==> config.mk <==
export PLATFORM = sky130hd
export DESIGN_NAME = packet_slot_ring_allocator
export DESIGN_NICKNAME = d
export VERILOG_FILES = /design/src/slr_pkg.sv /design/src/packet_slot_ring_allocator.sv /design/src/slr_ram.sv
export SDC_FILE = /design/constraint.sdc
export NUM_CORES = 1
export LEC_CHECK = 0
export BUFFER_PORTS_ARGS = -buffer_cell sky130_fd_sc_hd__buf_4
export CAP_MARGIN = 10
export CORE_MARGIN = 2
export CORE_UTILIZATION = 43
export DETAILED_ROUTE_END_ITERATION = 8
export SETUP_SLACK_MARGIN = 0.3
export SLEW_MARGIN = 10
export SYNTH_ARGS = -nofsm -noshare
export SYNTH_HDL_FRONTEND = slang
export SYNTH_SLANG_ARGS = --single-unit
==> constraint.sdc <==
create_clock -name clk -period 14.6 [get_ports clk]
set_input_delay 3.65 -clock clk [delete_from_list [all_inputs] [get_ports clk]]
set_output_delay 3.65 -clock clk [all_outputs]
set_load 0.1 [all_outputs]
==> src/slr_pkg.sv <==
// Shared types, widths and codes for the packet slot ring allocator.
// No dependencies.
package slr_pkg;

  localparam int SLOTS    = 16;
  localparam int CLIENTS  = 16;
  localparam int SLOT_W   = $clog2(SLOTS);
  localparam int CLIENT_W = $clog2(CLIENTS);
  localparam int CNT_W    = $clog2(SLOTS + 1);
  localparam int HOLD_W   = 5;
  localparam int TICKET_W = 16;
  localparam int HOLD_MAX = 31;

  localparam logic [1:0] MODE_REQ = 2'd0;
  localparam logic [1:0] MODE_REL = 2'd1;
  localparam logic [1:0] MODE_COL = 2'd2;

  localparam logic [1:0] ST_DONE    = 2'd0;
  localparam logic [1:0] ST_REFUSED = 2'd1;
  localparam logic [1:0] ST_FREE    = 2'd2;
  localparam logic [1:0] ST_EMPTY   = 2'd3;

  function automatic logic [CNT_W-1:0] clamp_slots(input logic [4:0] v);
    logic [CNT_W-1:0] r;
    if (v < 5'd2) r = CNT_W'(2);
    else if (32'(v) > SLOTS) r = CNT_W'(SLOTS);
    else r = CNT_W'(v);
    return r;
  endfunction

endpackage

==> src/packet_slot_ring_allocator.sv <==
// Top level: slot ring allocator with link and owner RAMs and a sequencer.
// Depends on slr_pkg and slr_ram.
//
//  channel   | ports                                        | handshake
//  ----------+----------------------------------------------+-----------------------
//  command   | mode client hold_limit slot_in max_list      | start && !busy
//  result    | status slot_out ticket last                  | out_valid, one cycle
//  config    | slots_in_use                                 | slots_in_use_we
//
// Request: a grant passes through S_REQ, a refusal is answered from idle. Release: a free
// slot is answered from idle, the head from S_REL1, others through S_REL1 to S_REL4, set by
// the chain of dependent link RAM reads and writes. Collect: one result beat per listed slot,
// one next-link RAM read per slot. Empty collect and unknown mode are answered from idle.
// Reset and each config write run a clearing pass over every slot that rebuilds
// the ring; busy stays high meanwhile. Results cannot be stalled.
module packet_slot_ring_allocator import slr_pkg::*; (
  input  logic                clk,
  input  logic                rst,
  input  logic                start,
  output logic                busy,
  input  logic [1:0]          mode,
  input  logic [CLIENT_W-1:0] client,
  input  logic [4:0]          hold_limit,
  input  logic [SLOT_W-1:0]   slot_in,
  input  logic [4:0]          max_list,
  input  logic                slots_in_use_we,
  input  logic [4:0]          slots_in_use,
  output logic                out_valid,
  output logic [1:0]          status,
  output logic [SLOT_W-1:0]   slot_out,
  output logic [TICKET_W-1:0] ticket,
  output logic                last
);

  typedef enum logic [2:0] {
    S_CLR, S_IDLE, S_REQ, S_REL1, S_REL2, S_REL3, S_REL4, S_COL
  } state_t;

  state_t state;
  logic [CNT_W-1:0]    ring_size;
  logic [SLOT_W-1:0]   clr_idx;
  logic [SLOT_W-1:0]   head_ptr, free_ptr, rel_slot, cur;
  logic [CNT_W-1:0]    iters, count;
  logic [TICKET_W-1:0] ticket_counter;
  logic                slot_busy [SLOTS];
  logic [HOLD_W-1:0]   hold_cnt [CLIENTS];

  // RAM ports
  logic                next_we, prev_we, own_we;
  logic [SLOT_W-1:0]   next_waddr, prev_waddr;
  logic [SLOT_W-1:0]   next_wdata, prev_wdata;
  logic [SLOT_W-1:0]   next_raddr, prev_raddr;
  logic [SLOT_W-1:0]   next_q, prev_q;
  logic [CLIENT_W-1:0] owner_q;

  slr_ram #(.W(SLOT_W), .D(SLOTS)) u_next (
    .clk, .we(next_we), .waddr(next_waddr), .wdata(next_wdata),
    .raddr(next_raddr), .rdata(next_q)
  );
  slr_ram #(.W(SLOT_W), .D(SLOTS)) u_prev (
    .clk, .we(prev_we), .waddr(prev_waddr), .wdata(prev_wdata),
    .raddr(prev_raddr), .rdata(prev_q)
  );
  slr_ram #(.W(CLIENT_W), .D(SLOTS)) u_owner (
    .clk, .we(own_we), .waddr(free_ptr), .wdata(client),
    .raddr(slot_in), .rdata(owner_q)
  );

  logic                acc;
  logic [CLIENT_W-1:0] hidx;
  logic [HOLD_W-1:0]   hold_rd;
  logic                client_ok, grant_ok, rel_ok, col_empty, col_stop;
  logic [CNT_W-1:0]    clr_nx, count_inc;
  logic [SLOT_W-1:0]   clr_next, clr_prev;

  function automatic logic client_ok_owner(input logic [CLIENT_W-1:0] o);
    return (32'(o) < CLIENTS);
  endfunction

  assign busy      = (state != S_IDLE);
  assign acc       = start && (state == S_IDLE);
  assign hidx      = (state == S_IDLE) ? client : owner_q;
  assign hold_rd   = hold_cnt[hidx];
  assign client_ok = (32'(client) < CLIENTS);
  assign grant_ok  = client_ok && !slot_busy[free_ptr] && (hold_rd < hold_limit);
  assign rel_ok    = ({1'b0, slot_in} < ring_size) && slot_busy[slot_in];
  assign col_empty = !slot_busy[head_ptr] || (max_list == 5'd0);
  assign count_inc = count + CNT_W'(1);
  assign col_stop  = !slot_busy[next_q] || (count_inc >= iters);

  // ring rebuild values for the clearing pass
  assign clr_nx   = CNT_W'(clr_idx) + CNT_W'(1);
  assign clr_next = (clr_nx < ring_size) ? SLOT_W'(clr_nx) : '0;
  assign clr_prev = (clr_idx == '0) ? SLOT_W'(ring_size - CNT_W'(1))
                                    : clr_idx - SLOT_W'(1);

  always_comb begin
    next_raddr = slot_in;
    if (state == S_COL) next_raddr = next_q;
    else if (mode == MODE_REQ) next_raddr = free_ptr;
    else if (mode == MODE_COL) next_raddr = head_ptr;
    prev_raddr = (state == S_REL2) ? free_ptr : slot_in;
    own_we = acc && (mode == MODE_REQ) && grant_ok;

    next_we = 1'b0; next_waddr = clr_idx; next_wdata = clr_next;
    prev_we = 1'b0; prev_waddr = clr_idx; prev_wdata = clr_prev;
    unique case (state)
      S_CLR: begin
        next_we = 1'b1;
        prev_we = 1'b1;
      end
      S_REL1: begin
        // unlink from the busy run unless it is the head
        next_we = (rel_slot != head_ptr); next_waddr = prev_q; next_wdata = next_q;
        prev_we = (rel_slot != head_ptr); prev_waddr = next_q; prev_wdata = prev_q;
      end
      S_REL3: begin
        next_we = 1'b1; next_waddr = prev_q;   next_wdata = rel_slot;
        prev_we = 1'b1; prev_waddr = rel_slot; prev_wdata = prev_q;
      end
      S_REL4: begin
        next_we = 1'b1; next_waddr = rel_slot; next_wdata = free_ptr;
        prev_we = 1'b1; prev_waddr = free_ptr; prev_wdata = rel_slot;
      end
      default: begin
      end
    endcase
  end

  always_ff @(posedge clk) begin
    out_valid <= 1'b0;
    if (rst) begin
      state          <= S_CLR;
      clr_idx        <= '0;
      ring_size      <= clamp_slots(5'd16);
      head_ptr       <= '0;
      free_ptr       <= '0;
      ticket_counter <= '0;
      for (int i = 0; i < SLOTS; i++) slot_busy[i] <= 1'b0;
      for (int i = 0; i < CLIENTS; i++) hold_cnt[i] <= '0;
    end else if (slots_in_use_we) begin
      state     <= S_CLR;
      clr_idx   <= '0;
      ring_size <= clamp_slots(slots_in_use);
      head_ptr  <= '0;
      free_ptr  <= '0;
      for (int i = 0; i < SLOTS; i++) slot_busy[i] <= 1'b0;
      for (int i = 0; i < CLIENTS; i++) hold_cnt[i] <= '0;
    end else begin
      unique case (state)
        S_CLR: begin
          clr_idx <= clr_idx + SLOT_W'(1);
          if (32'(clr_idx) == SLOTS - 1) state <= S_IDLE;
        end
        S_IDLE: begin
          if (start) begin
            status   <= ST_DONE;
            slot_out <= '0;
            ticket   <= '0;
            last     <= 1'b1;
            rel_slot <= slot_in;
            unique case (mode)
              MODE_REQ: begin
                if (grant_ok) begin
                  slot_busy[free_ptr] <= 1'b1;
                  if (32'(hold_rd) < HOLD_MAX) hold_cnt[hidx] <= hold_rd + HOLD_W'(1);
                  state <= S_REQ;
                end else begin
                  out_valid      <= 1'b1;
                  status         <= ST_REFUSED;
                  ticket         <= ticket_counter;
                  ticket_counter <= ticket_counter + TICKET_W'(1);
                end
              end
              MODE_REL: begin
                if (rel_ok) state <= S_REL1;
                else begin
                  out_valid <= 1'b1;
                  status    <= ST_FREE;
                  slot_out  <= slot_in;
                end
              end
              MODE_COL: begin
                if (col_empty) begin
                  out_valid <= 1'b1;
                  status    <= ST_EMPTY;
                end else begin
                  cur   <= head_ptr;
                  count <= '0;
                  iters <= ({1'b0, max_list} < {1'b0, ring_size}) ? CNT_W'(max_list)
                                                                 : ring_size;
                  state <= S_COL;
                end
              end
              default: out_valid <= 1'b1;
            endcase
          end
        end
        S_REQ: begin
          free_ptr  <= next_q;
          out_valid <= 1'b1;
          slot_out  <= free_ptr;
          state     <= S_IDLE;
        end
        S_REL1: begin
          if (client_ok_owner(owner_q) && hold_rd != '0) hold_cnt[hidx] <= hold_rd - HOLD_W'(1);
          slot_busy[rel_slot] <= 1'b0;
          if (rel_slot == head_ptr) begin
            head_ptr  <= next_q;
            out_valid <= 1'b1;
            slot_out  <= rel_slot;
            state     <= S_IDLE;
          end else begin
            state <= S_REL2;
          end
        end
        S_REL2: state <= S_REL3;
        S_REL3: state <= S_REL4;
        S_REL4: begin
          free_ptr  <= rel_slot;
          out_valid <= 1'b1;
          slot_out  <= rel_slot;
          state     <= S_IDLE;
        end
        S_COL: begin
          out_valid <= 1'b1;
          slot_out  <= cur;
          last      <= col_stop;
          cur       <= next_q;
          count     <= count_inc;
          if (col_stop) state <= S_IDLE;
        end
        default: state <= S_IDLE;
      endcase
    end
  end

endmodule

==> src/slr_ram.sv <==
// Generic single-write, single-read synchronous RAM, registered read data.
// No dependencies.
module slr_ram #(
  parameter int W = 4,
  parameter int D = 16
) (
  input  logic                 clk,
  input  logic                 we,
  input  logic [$clog2(D)-1:0] waddr,
  input  logic [W-1:0]         wdata,
  input  logic [$clog2(D)-1:0] raddr,
  output logic [W-1:0]         rdata
);

  logic [W-1:0] mem [D];

  always_ff @(posedge clk) begin
    if (we) mem[waddr] <= wdata;
  end

  always_ff @(posedge clk) begin
    rdata <= mem[raddr];
  end

endmodule

==> results of run 1 <==
==> through the flow <==
step	setup WS (ps)	instance area [um^2]	hold WS, ps	instances	total power [mW]
6_report	5968	21110	483.2	2101	2.509
4_1_cts	6046	21090	485.6	2100	2.526
2_1_floorplan	6468	18880	453.9	1474	1.419
3_5_place_dp	5439	19760	477.5	2025	1.504
5_1_grt	5568	21110	526.0	2101	2.593
3_3_place_gp	5666	19760	469.5	2025	1.500
==> synth_stat cells (all sizes together), types with 3 or more instances <==
cell type,count
a21oi,59
o21bai,3
clkbuf,85
nor2b,16
and3,19
mux2,9
a211oi,32
inv,37
o211ai,3
buf,21
xor2,13
a21boi,5
and2,32
nand2b,10
mux2i,37
o21a,4
or3,10
nand3,30
a22oi,5
a31oi,16
or2,7
o31ai,6
nor2,126
nand4,11
edfxtp,329
a21o,16
a311oi,9
nand3b,3
o22ai,13
a2111oi,7
nand2,118
or4,7
ha,33
dfxtp,57
o21ai,66
xnor2,14
nor3,17
mux4,90
nor4,84
==> layout make-up <==
class	instances	share of cell area
clock buffer	55	0.05606
clock inverter	20	0.006993
inverter	37	0.006578
multi-input combinational	945	0.3478
sequential	386	0.5220
tap	585	0.03467
timing repair buffer	73	0.02596
==> cells by family after synthesis <==
logic type,synth area share
compound gates,0.08569
xor+xnor,0.01253
fa+ha+maj,0.02293
buf+inv,0.03042
flops,0.5837
mux,0.1332
simple gates,0.1315
==> tightest hold or removal path, cell delays in order, from the launching register on <==
cell and delay, ps:
dfxtp_1 310, o21ai_0 70, a21oi_1 60
==> metal layers <==
layer / vias to the layer above / share of wire / track usage
met5: - / 0.00086 / 0
met4: 6 / 0.021 / 0.05268
met3: 73 / 0.071 / 0.04804
met2: 440 / 0.48 / 0.3436
met1: 6247 / 0.43 / 0.2851
li1: 5732 / - / -
==> worst max-delay path by stage <==
| stage | from | to | slack (ps) | cells after the start |
|---|---|---|---|---|
| 3_5_place_dp | client[2] | hold_cnt[13][2] | 5440 | 17 |
| 6_report | client[2] | hold_cnt[7][0] | 5970 | 17 |
| 5_1_grt | client[2] | hold_cnt[12][2] | 5570 | 17 |
| 3_3_place_gp | client[2] | hold_cnt[13][0] | 5670 | 17 |
| 4_1_cts | client[2] | hold_cnt[13][3] | 6050 | 17 |
| 2_1_floorplan | client[1] | hold_cnt[12][0] | 6470 | 17 |
==> power by group <==
part | switching, mW | internal (mW)
Combinational | 0.155 | 0.0851
Clock | 0.435 | 0.591
Sequential | 0.0229 | 1.22
Total | 0.613 | 1.90
==> flip-flops by register name (all words and copies together), names as in the netlist, 5 cells and up, named ones only <==
name,count
ring_size,5
ticket_counter,16
u_prev.mem,64
slot_busy,16
iters,5
count,5
hold_cnt,80
u_next.mem,64
u_owner.mem,64
ticket,16
==> summary.md, run 1 <==
| Metric | Value |
|---|---|
| Largest net degree at the start of global routing | slightly above 60 |
| CTS tree | built |
| Fin. Hold Viols | 0 |
| CP arrival | 8830 ps |
| Final setup violating endpoints | 0 |
| DRC errors left | 0 |
| Slew HR | 0.2378 |
| Commonest non-fill, non-tap cell in the layout | edfxtp_1 |
| Syn_area_per_cell | ~13 um^2 |
| Crit share post-route | 0.5912 |
| Worst path top cell family by delay | compound AO/OA/AOI/OAI gates |
| Via count | between 10000 and 15000 |
| Critical path's largest stage delay | between 600 and 700 ps |
| Nets@finish | approximately 1500 |
| Status | complete, no violations |
| Row Count | 76 |
| Postcts setup bufs | 0 |
| Post-Syn Area | ~19000 um^2 |
| R2R cell count | 18 |
| CTS Buffer Depth | 3 |
| DP HPWL | between 30000 and 40000 um |
| Cells taking the most area after synthesis | edfxtp_1, mux4_2, dfxtp_1, nor4_1, nor2_1 |
| Global-route wire length before repair | 72470 um |
| Setup TNS | 0 ps |
| Clock sinks | 386 |
| Area taken by multi-input logic gates | 7343 um^2 |
| GRT Overall Usage | 0.2101 |
| Routability cong. | ~0.87 |
| Final Critical Period | between 8000 and 9000 ps |
| Core Util, Final | 0.4891 |
| Fill count | between 3000 and 4000 |
| Synthesized instance count | around 1500 |
| Core area | 43170 um^2 |
| Slew @ Worst Pin | about 1100 ps |
| Final wirelength | 46570 um |
| Die Area | 45600 um^2 |
| #FFs+latches synth | 386 |
| R2R Path End | hold_cnt[7][0] |
| Unrepaired setup endpoints after global routing | false |
| Hold Path End | ticket_counter[15] |
| Number of flops mapped to enable cells by yosys | 329 |
| Antenna diode count | 0 |
| Initial Utilization | 0.4373 |
| CP max-delay cell | o31ai_1 |
| Chip height | 213.5 um |
| Reg2reg start | state[1] |
| Max-cap viol count | 0 |
| Clk Latency, worst-skew pair | between 500 and 600 ps |
| Htree depth | 2 |
| CP endpoint kind | flop |
| Most frequent cells in the layout | edfxtp_1, nor2_1, nand2_1, mux4_2, nor4_1 |
| Syn_nets | between 1500 and 2000 |
| DR WL/cell | between 20 and 25 um |
| Root Buffer | clkbuf_16 |
| Syn-to-layout area delta | 11.83% |
| IO Pins | between 50 and 60 |
| Pwr/cell area | about 120 nW/um^2 |
| Worst Skew | around 21 ps |
| Buffers & Inverters on Critical Path | 3 |
| Initial antenna violation count | 3 |
| Post-CTS Hold Buffers | 0 |
| Post-DR vias/cell | 5.949 |
| Final max-slew violation count | 0 |
| Clk slew on worst S/H paths | approximately 60 ps |
| Top cell type's share of synthesized area | 0.5233 |
| Input/output buffers | 53 |
| VDD IR max | 0.06179 mV |
| Ys flop type | edfxtp_1 |
| Vias in the first global route | between 10000 and 15000 |
| Synth area leader | edfxtp_1 |
| Hold Path Class | reg2reg |
| Fmax | about 120 MHz |
| Seq/Total Area, Yosys | 0.5837 |
| R2r setup slk | around 7600 ps |
| Die Width | between 200 and 250 um |
| Num CTS Buffers | between 40 and 50 |
| Hold wc startpoint | ticket_counter[15] |
| Leak | roughly 7.1 nW |
| Hold Path Depth | 2 |
| Setup Crit Path Kind | in2reg |
| Register area | between 10000 and 15000 um^2 |
| Yosys cell types | between 60 and 70 |
| Post_cts resized | 0 |
| Global route overflow | 0 |
| Largest fanout on the critical path | 36 |
| Crit path launch type | input port |
| Yosys warning count | 0 |
| Required @ worst endpoint | ~15000 ps |
| DRT iter0 DRCs | around 1200 |
| Worst path cell trace | buf_4 -> nand4bb_1 -> a21boi_1 -> mux4_2 -> a22o_1 -> a221oi_2 -> inv_1 -> ha_1 -> a21o_1 -> a21o_1 -> a211oi_1 -> and2_1 -> a21oi_2 -> nor3_1 -> o21bai_2 -> buf_4 -> o31ai_1 |
| Fraction of registers with async set or reset after synthesis | 0 |
| DR pass1 iterations | 5 |
| Antenna-violating nets left | 0 |
| Layout cell share with drive strength beyond 1 | 0.1755 |
No activity file was read; power rests on OpenSTA's default activity.
==> run 2: changes to the inputs <==
--- a/config.mk
+++ b/config.mk
@@ -5,6 +5,7 @@
 export SDC_FILE = /design/constraint.sdc
 export NUM_CORES = 1
 export LEC_CHECK = 0
+export ABC_AREA = 1
 export BUFFER_PORTS_ARGS = -buffer_cell sky130_fd_sc_hd__buf_4
 export CAP_MARGIN = 10
 export CORE_MARGIN = 2
==> constraint.sdc (replaced) <==
create_clock -name clk -period 9 [get_ports clk]
set_input_delay 2.25 -clock clk [delete_from_list [all_inputs] [get_ports clk]]
set_output_delay 2.25 -clock clk [all_outputs]
set_load 0.1 [all_outputs]
==> run 2 against run 1 <==
Net effect:
- global-route usage is 0.25 points higher
- flip-flop and latch count stayed put
- power is 66% higher
- sequential share of layout area is 0.79 points higher
- die area is 1.7% lower
- core utilization is 0.30 points lower
- critical endpoint is now hold_cnt[5][1]
- highest routed layer is now met4
==> summary.md, run 2 <==
| Metric | Value |
|---|---|
| Status | complete, no violations |
| Cells taking the most area after synthesis | edfxtp_1, nor2_1, dfxtp_1, o21ai_0, nand2_1 |
| DR WL/cell | 18.96 um (-14%) |
| Num CTS Buffers | 43 (+4.9%) |
| CP endpoint kind | flop |
| Initial Utilization | 0.4337 (-0.003656) |
| Vias in the first global route | 12961 (+5.8%) |
| CTS Buffer Depth | 3 (unchanged) |
| Leak | 7.890 nW (+12%) |
| Reg2reg start | state[0] |
| Largest net degree at the start of global routing | 62 (unchanged) |
| Slew HR | 0.2397 (+0.001935) |
| Most frequent cells in the layout | edfxtp_1, nor2_1, nand2_1, inv_1, o21ai_0 |
| Crit share post-route | 0.7304 |
| Max-cap viol count | 0 (unchanged) |
| Hold Path Depth | 2 (unchanged) |
| Synth Area in Adders | 0.02333 (+0.0003988) |
| Final max-slew violation count | 0 (unchanged) |
| Core Util, Final | 0.4861 (-0.003021) |
| Final setup violating endpoints | 0 (unchanged) |
| Final Critical Period | 6574 ps |
| Syn_area_per_cell | 9.845 um^2 (-23%) |
| IO Pins | 54 (unchanged) |
| CP arrival | 6850 ps (-1980 ps) |
| Hold Path Class | reg2reg |
| Row Count | 76 (unchanged) |
| Chip height | 211.7 um (-0.84%) |
| Commonest non-fill, non-tap cell in the layout | edfxtp_1 |
| Clk Latency, worst-skew pair | 580 ps (about the same) |
| Syn_nets | 1948 (+27%) |
| Largest register FFs | 80 (unchanged) |
| Clk slew on worst S/H paths | 60 ps (about the same) |
| Post-Synth Simple-Gate Area | 0.1854 (+0.05387) |
| Post_cts resized | 0 (unchanged) |
| Root Buffer | clkbuf_16 |
| DP HPWL | 32830 um (+3.9%) |
| Fin. Hold Viols | 0 (unchanged) |
| R2R Path End | hold_cnt[5][1] |
| Largest family of logic cells by synthesized area | simple AND/OR/NAND/NOR gates |
| GRT Overall Usage | 0.2126 (+0.002451) |
| Setup TNS | 0 ps (unchanged) |
| Initial antenna violation count | 0 (-3) |
| Compound-cell area share of the yosys netlist | 0.1279 (+0.04221) |
| Seq/Total Area, Yosys | 0.5939 (+0.01015) |
| Post-DR vias/cell | 5.476 (-7.9%) |
| Synthesized instance count | 1885 (+28%) |
| Largest fanout on the critical path | 23 (-36%) |
| Ys flop type | edfxtp_1 |
| Routability cong. | 0.9411 (+7.9%) |
| Synth area leader | edfxtp_1 |
| Die Area | 44840 um^2 (-1.7%) |
| Slew @ Worst Pin | 1130 ps (-13.32 ps) |
| Fmax | 152.1 MHz |
| Post-Syn Area | 18560 um^2 (-1.7%) |
| Multiplexer share of the synthesized area | 0.001618 (-0.1316) |
| Yosys cell types | 54 (-18%) |
| Top cells by count, synth | edfxtp_1, nor2_1, nand2_1 |
| Layout cell share with drive strength beyond 1 | 0.1129 (-0.06259) |
| R2r setup slk | 3170 ps (-4400 ps) |
| Clock sinks | 386 (unchanged) |
| Hold wc startpoint | ticket_counter[13] |
| Yosys warning count | 0 (unchanged) |
| Antenna-violating nets left | 0 (unchanged) |
| VDD IR max | 0.1462 mV (+140%) |
| Nets@finish | 1987 (+28%) |
| Die Width | 211.7 um (-0.84%) |
| DRT iter0 DRCs | 1249 (+7.7%) |
| Global route overflow | 0 (unchanged) |
| Hold Path End | ticket_counter[13] |
| Worst Skew | 25.70 ps (+4.607 ps) |
| Syn-to-layout area delta | 12.08% |
| Fill count | 3956 (+4.0%) |
| Htree depth | 2 (unchanged) |
| Unrepaired setup endpoints after global routing | false |
| Setup Crit Path Kind | in2reg |
| Biggest register | hold_cnt |
| Final cell count without fillers | 2504 (+19%) |
| Fin Hold WS | 481.6 ps (-1.661 ps) |
| Final wirelength | 47480 um (+2.0%) |
| Antenna diode count | 0 (unchanged) |
| Postcts setup bufs | 0 (unchanged) |
| Core area | 42790 um^2 (-0.88%) |
| R2R cell count | 18 (unchanged) |
| #FFs+latches synth | 386 (unchanged) |
| Fraction of registers with async set or reset after synthesis | 0 (unchanged) |
| Most numerous cell in the Yosys netlist | edfxtp_1 |
| Input/output buffers | 53 (unchanged) |
| DRC errors left | 0 (unchanged) |
| Synth Area in XOR/XNOR | 0.008023 (-0.004502) |
| Crit path launch type | input port |
| Global-route wire length before repair | 72800 um (+0.46%) |
| Number of flops mapped to enable cells by yosys | 329 (unchanged) |
| Top cell type's share of synthesized area | 0.5324 (+0.009102) |
| Via count | 13713 (+9.7%) |
| Pwr/cell area | 200.1 nW/um^2 (+68%) |
| Post-CTS Hold Buffers | 0 (unchanged) |
| DR pass1 iterations | 5 (unchanged) |
| CTS tree | built |
| Placed Cells | 2425 (+20%) |
| Required @ worst endpoint | 9270 ps (-5530 ps) |
-- run 2: cell count changes after synthesis, sizes merged, moves of 77 or more --
| cell | previous run | this run |
|---|---|---|
| nand3 | 30 | 107 |
| nor2 | 126 | 364 |
| o21ai | 66 | 215 |
| inv | 37 | 194 |
| nor4 | 84 | 3 |
| nand2 | 118 | 250 |
| mux4 | 90 | 0 |
-- run 2: worst max-delay path by stage --
stage,startpoint,endpoint,slack [ps],depth (start not counted)
6_report,client[1],hold_cnt[5][1],2430,18
5_1_grt,client[0],hold_cnt[3][2],1890,19
4_1_cts,client[1],hold_cnt[5][1],2460,18
3_5_place_dp,client[1],hold_cnt[5][1],1880,18
3_3_place_gp,client[1],hold_cnt[13][1],2050,18
2_1_floorplan,client[0],hold_cnt[2][0],3670,20
-- run 2: stage by stage --
step / worst slack, ps / area [um^2] / power [mW]
6_report: 2426 / 20800 / 4.162
5_1_grt: 1893 / 20800 / 4.317
4_1_cts: 2465 / 20800 / 4.192
3_5_place_dp: 1883 / 19460 / 2.497
3_3_place_gp: 2055 / 19460 / 2.492
2_1_floorplan: 3669 / 18560 / 2.337
-- run 2: power by group --
part | switching (mW) | internal (mW)
Combinational | 0.330 | 0.119
Sequential | 0.0270 | 1.99
Clock | 0.712 | 0.988
-- run 2: cell type report --
| class | count | area [um^2] | share of cell area |
|---|---|---|---|
| Multi-Input combinational cell | 1227 | 6481 | 0.3116 |
| Clock buffer | 63 | 1161 | 0.05583 |
| Sequential cell | 386 | 11020 | 0.5299 |
| Inverter | 196 | 745.7 | 0.03585 |
| Clock inverter | 16 | 181.4 | 0.008723 |
| Tap cell | 546 | 683.2 | 0.03285 |
| Timing Repair Buffer | 70 | 525.5 | 0.02527 |
-- run 2: cell families (layout without fill, tap and decap cells) --
| kind of cell | count (synthesis) | count (layout) |
|---|---|---|
| simple gates | 761 | 761 |
| compound gates | 412 | 412 |
| flops | 386 | 386 |
| buf+inv | 272 | 345 |
| fa+ha+maj | 34 | 34 |
| xor+xnor | 17 | 17 |
| mux | 3 | 3 |
-- run 2: critical path, cell delays in order --
cell and delay (ps):
buf_4 180, o21ai_2 770, inv_2 360, o21ai_0 190, nand2_1 70, nand2_1 60
nand2_1 70, nor2_2 210, ha_1 290, nand2_1 90, nor2_1 50, a211oi_1 200
o21ai_0 120, a21oi_1 230, nand4_2 180, o21ai_4 790, nand3_1 390, nand2_1 300
-- run 2: layer usage --
metal,global-route usage,vias to the layer above,routed length [um]
met5,0,-,0
met4,0.06605,0,1196
met3,0.03783,79,2693
met2,0.3490,405,22220
met1,0.2875,6620,21370
li1,-,6609,-
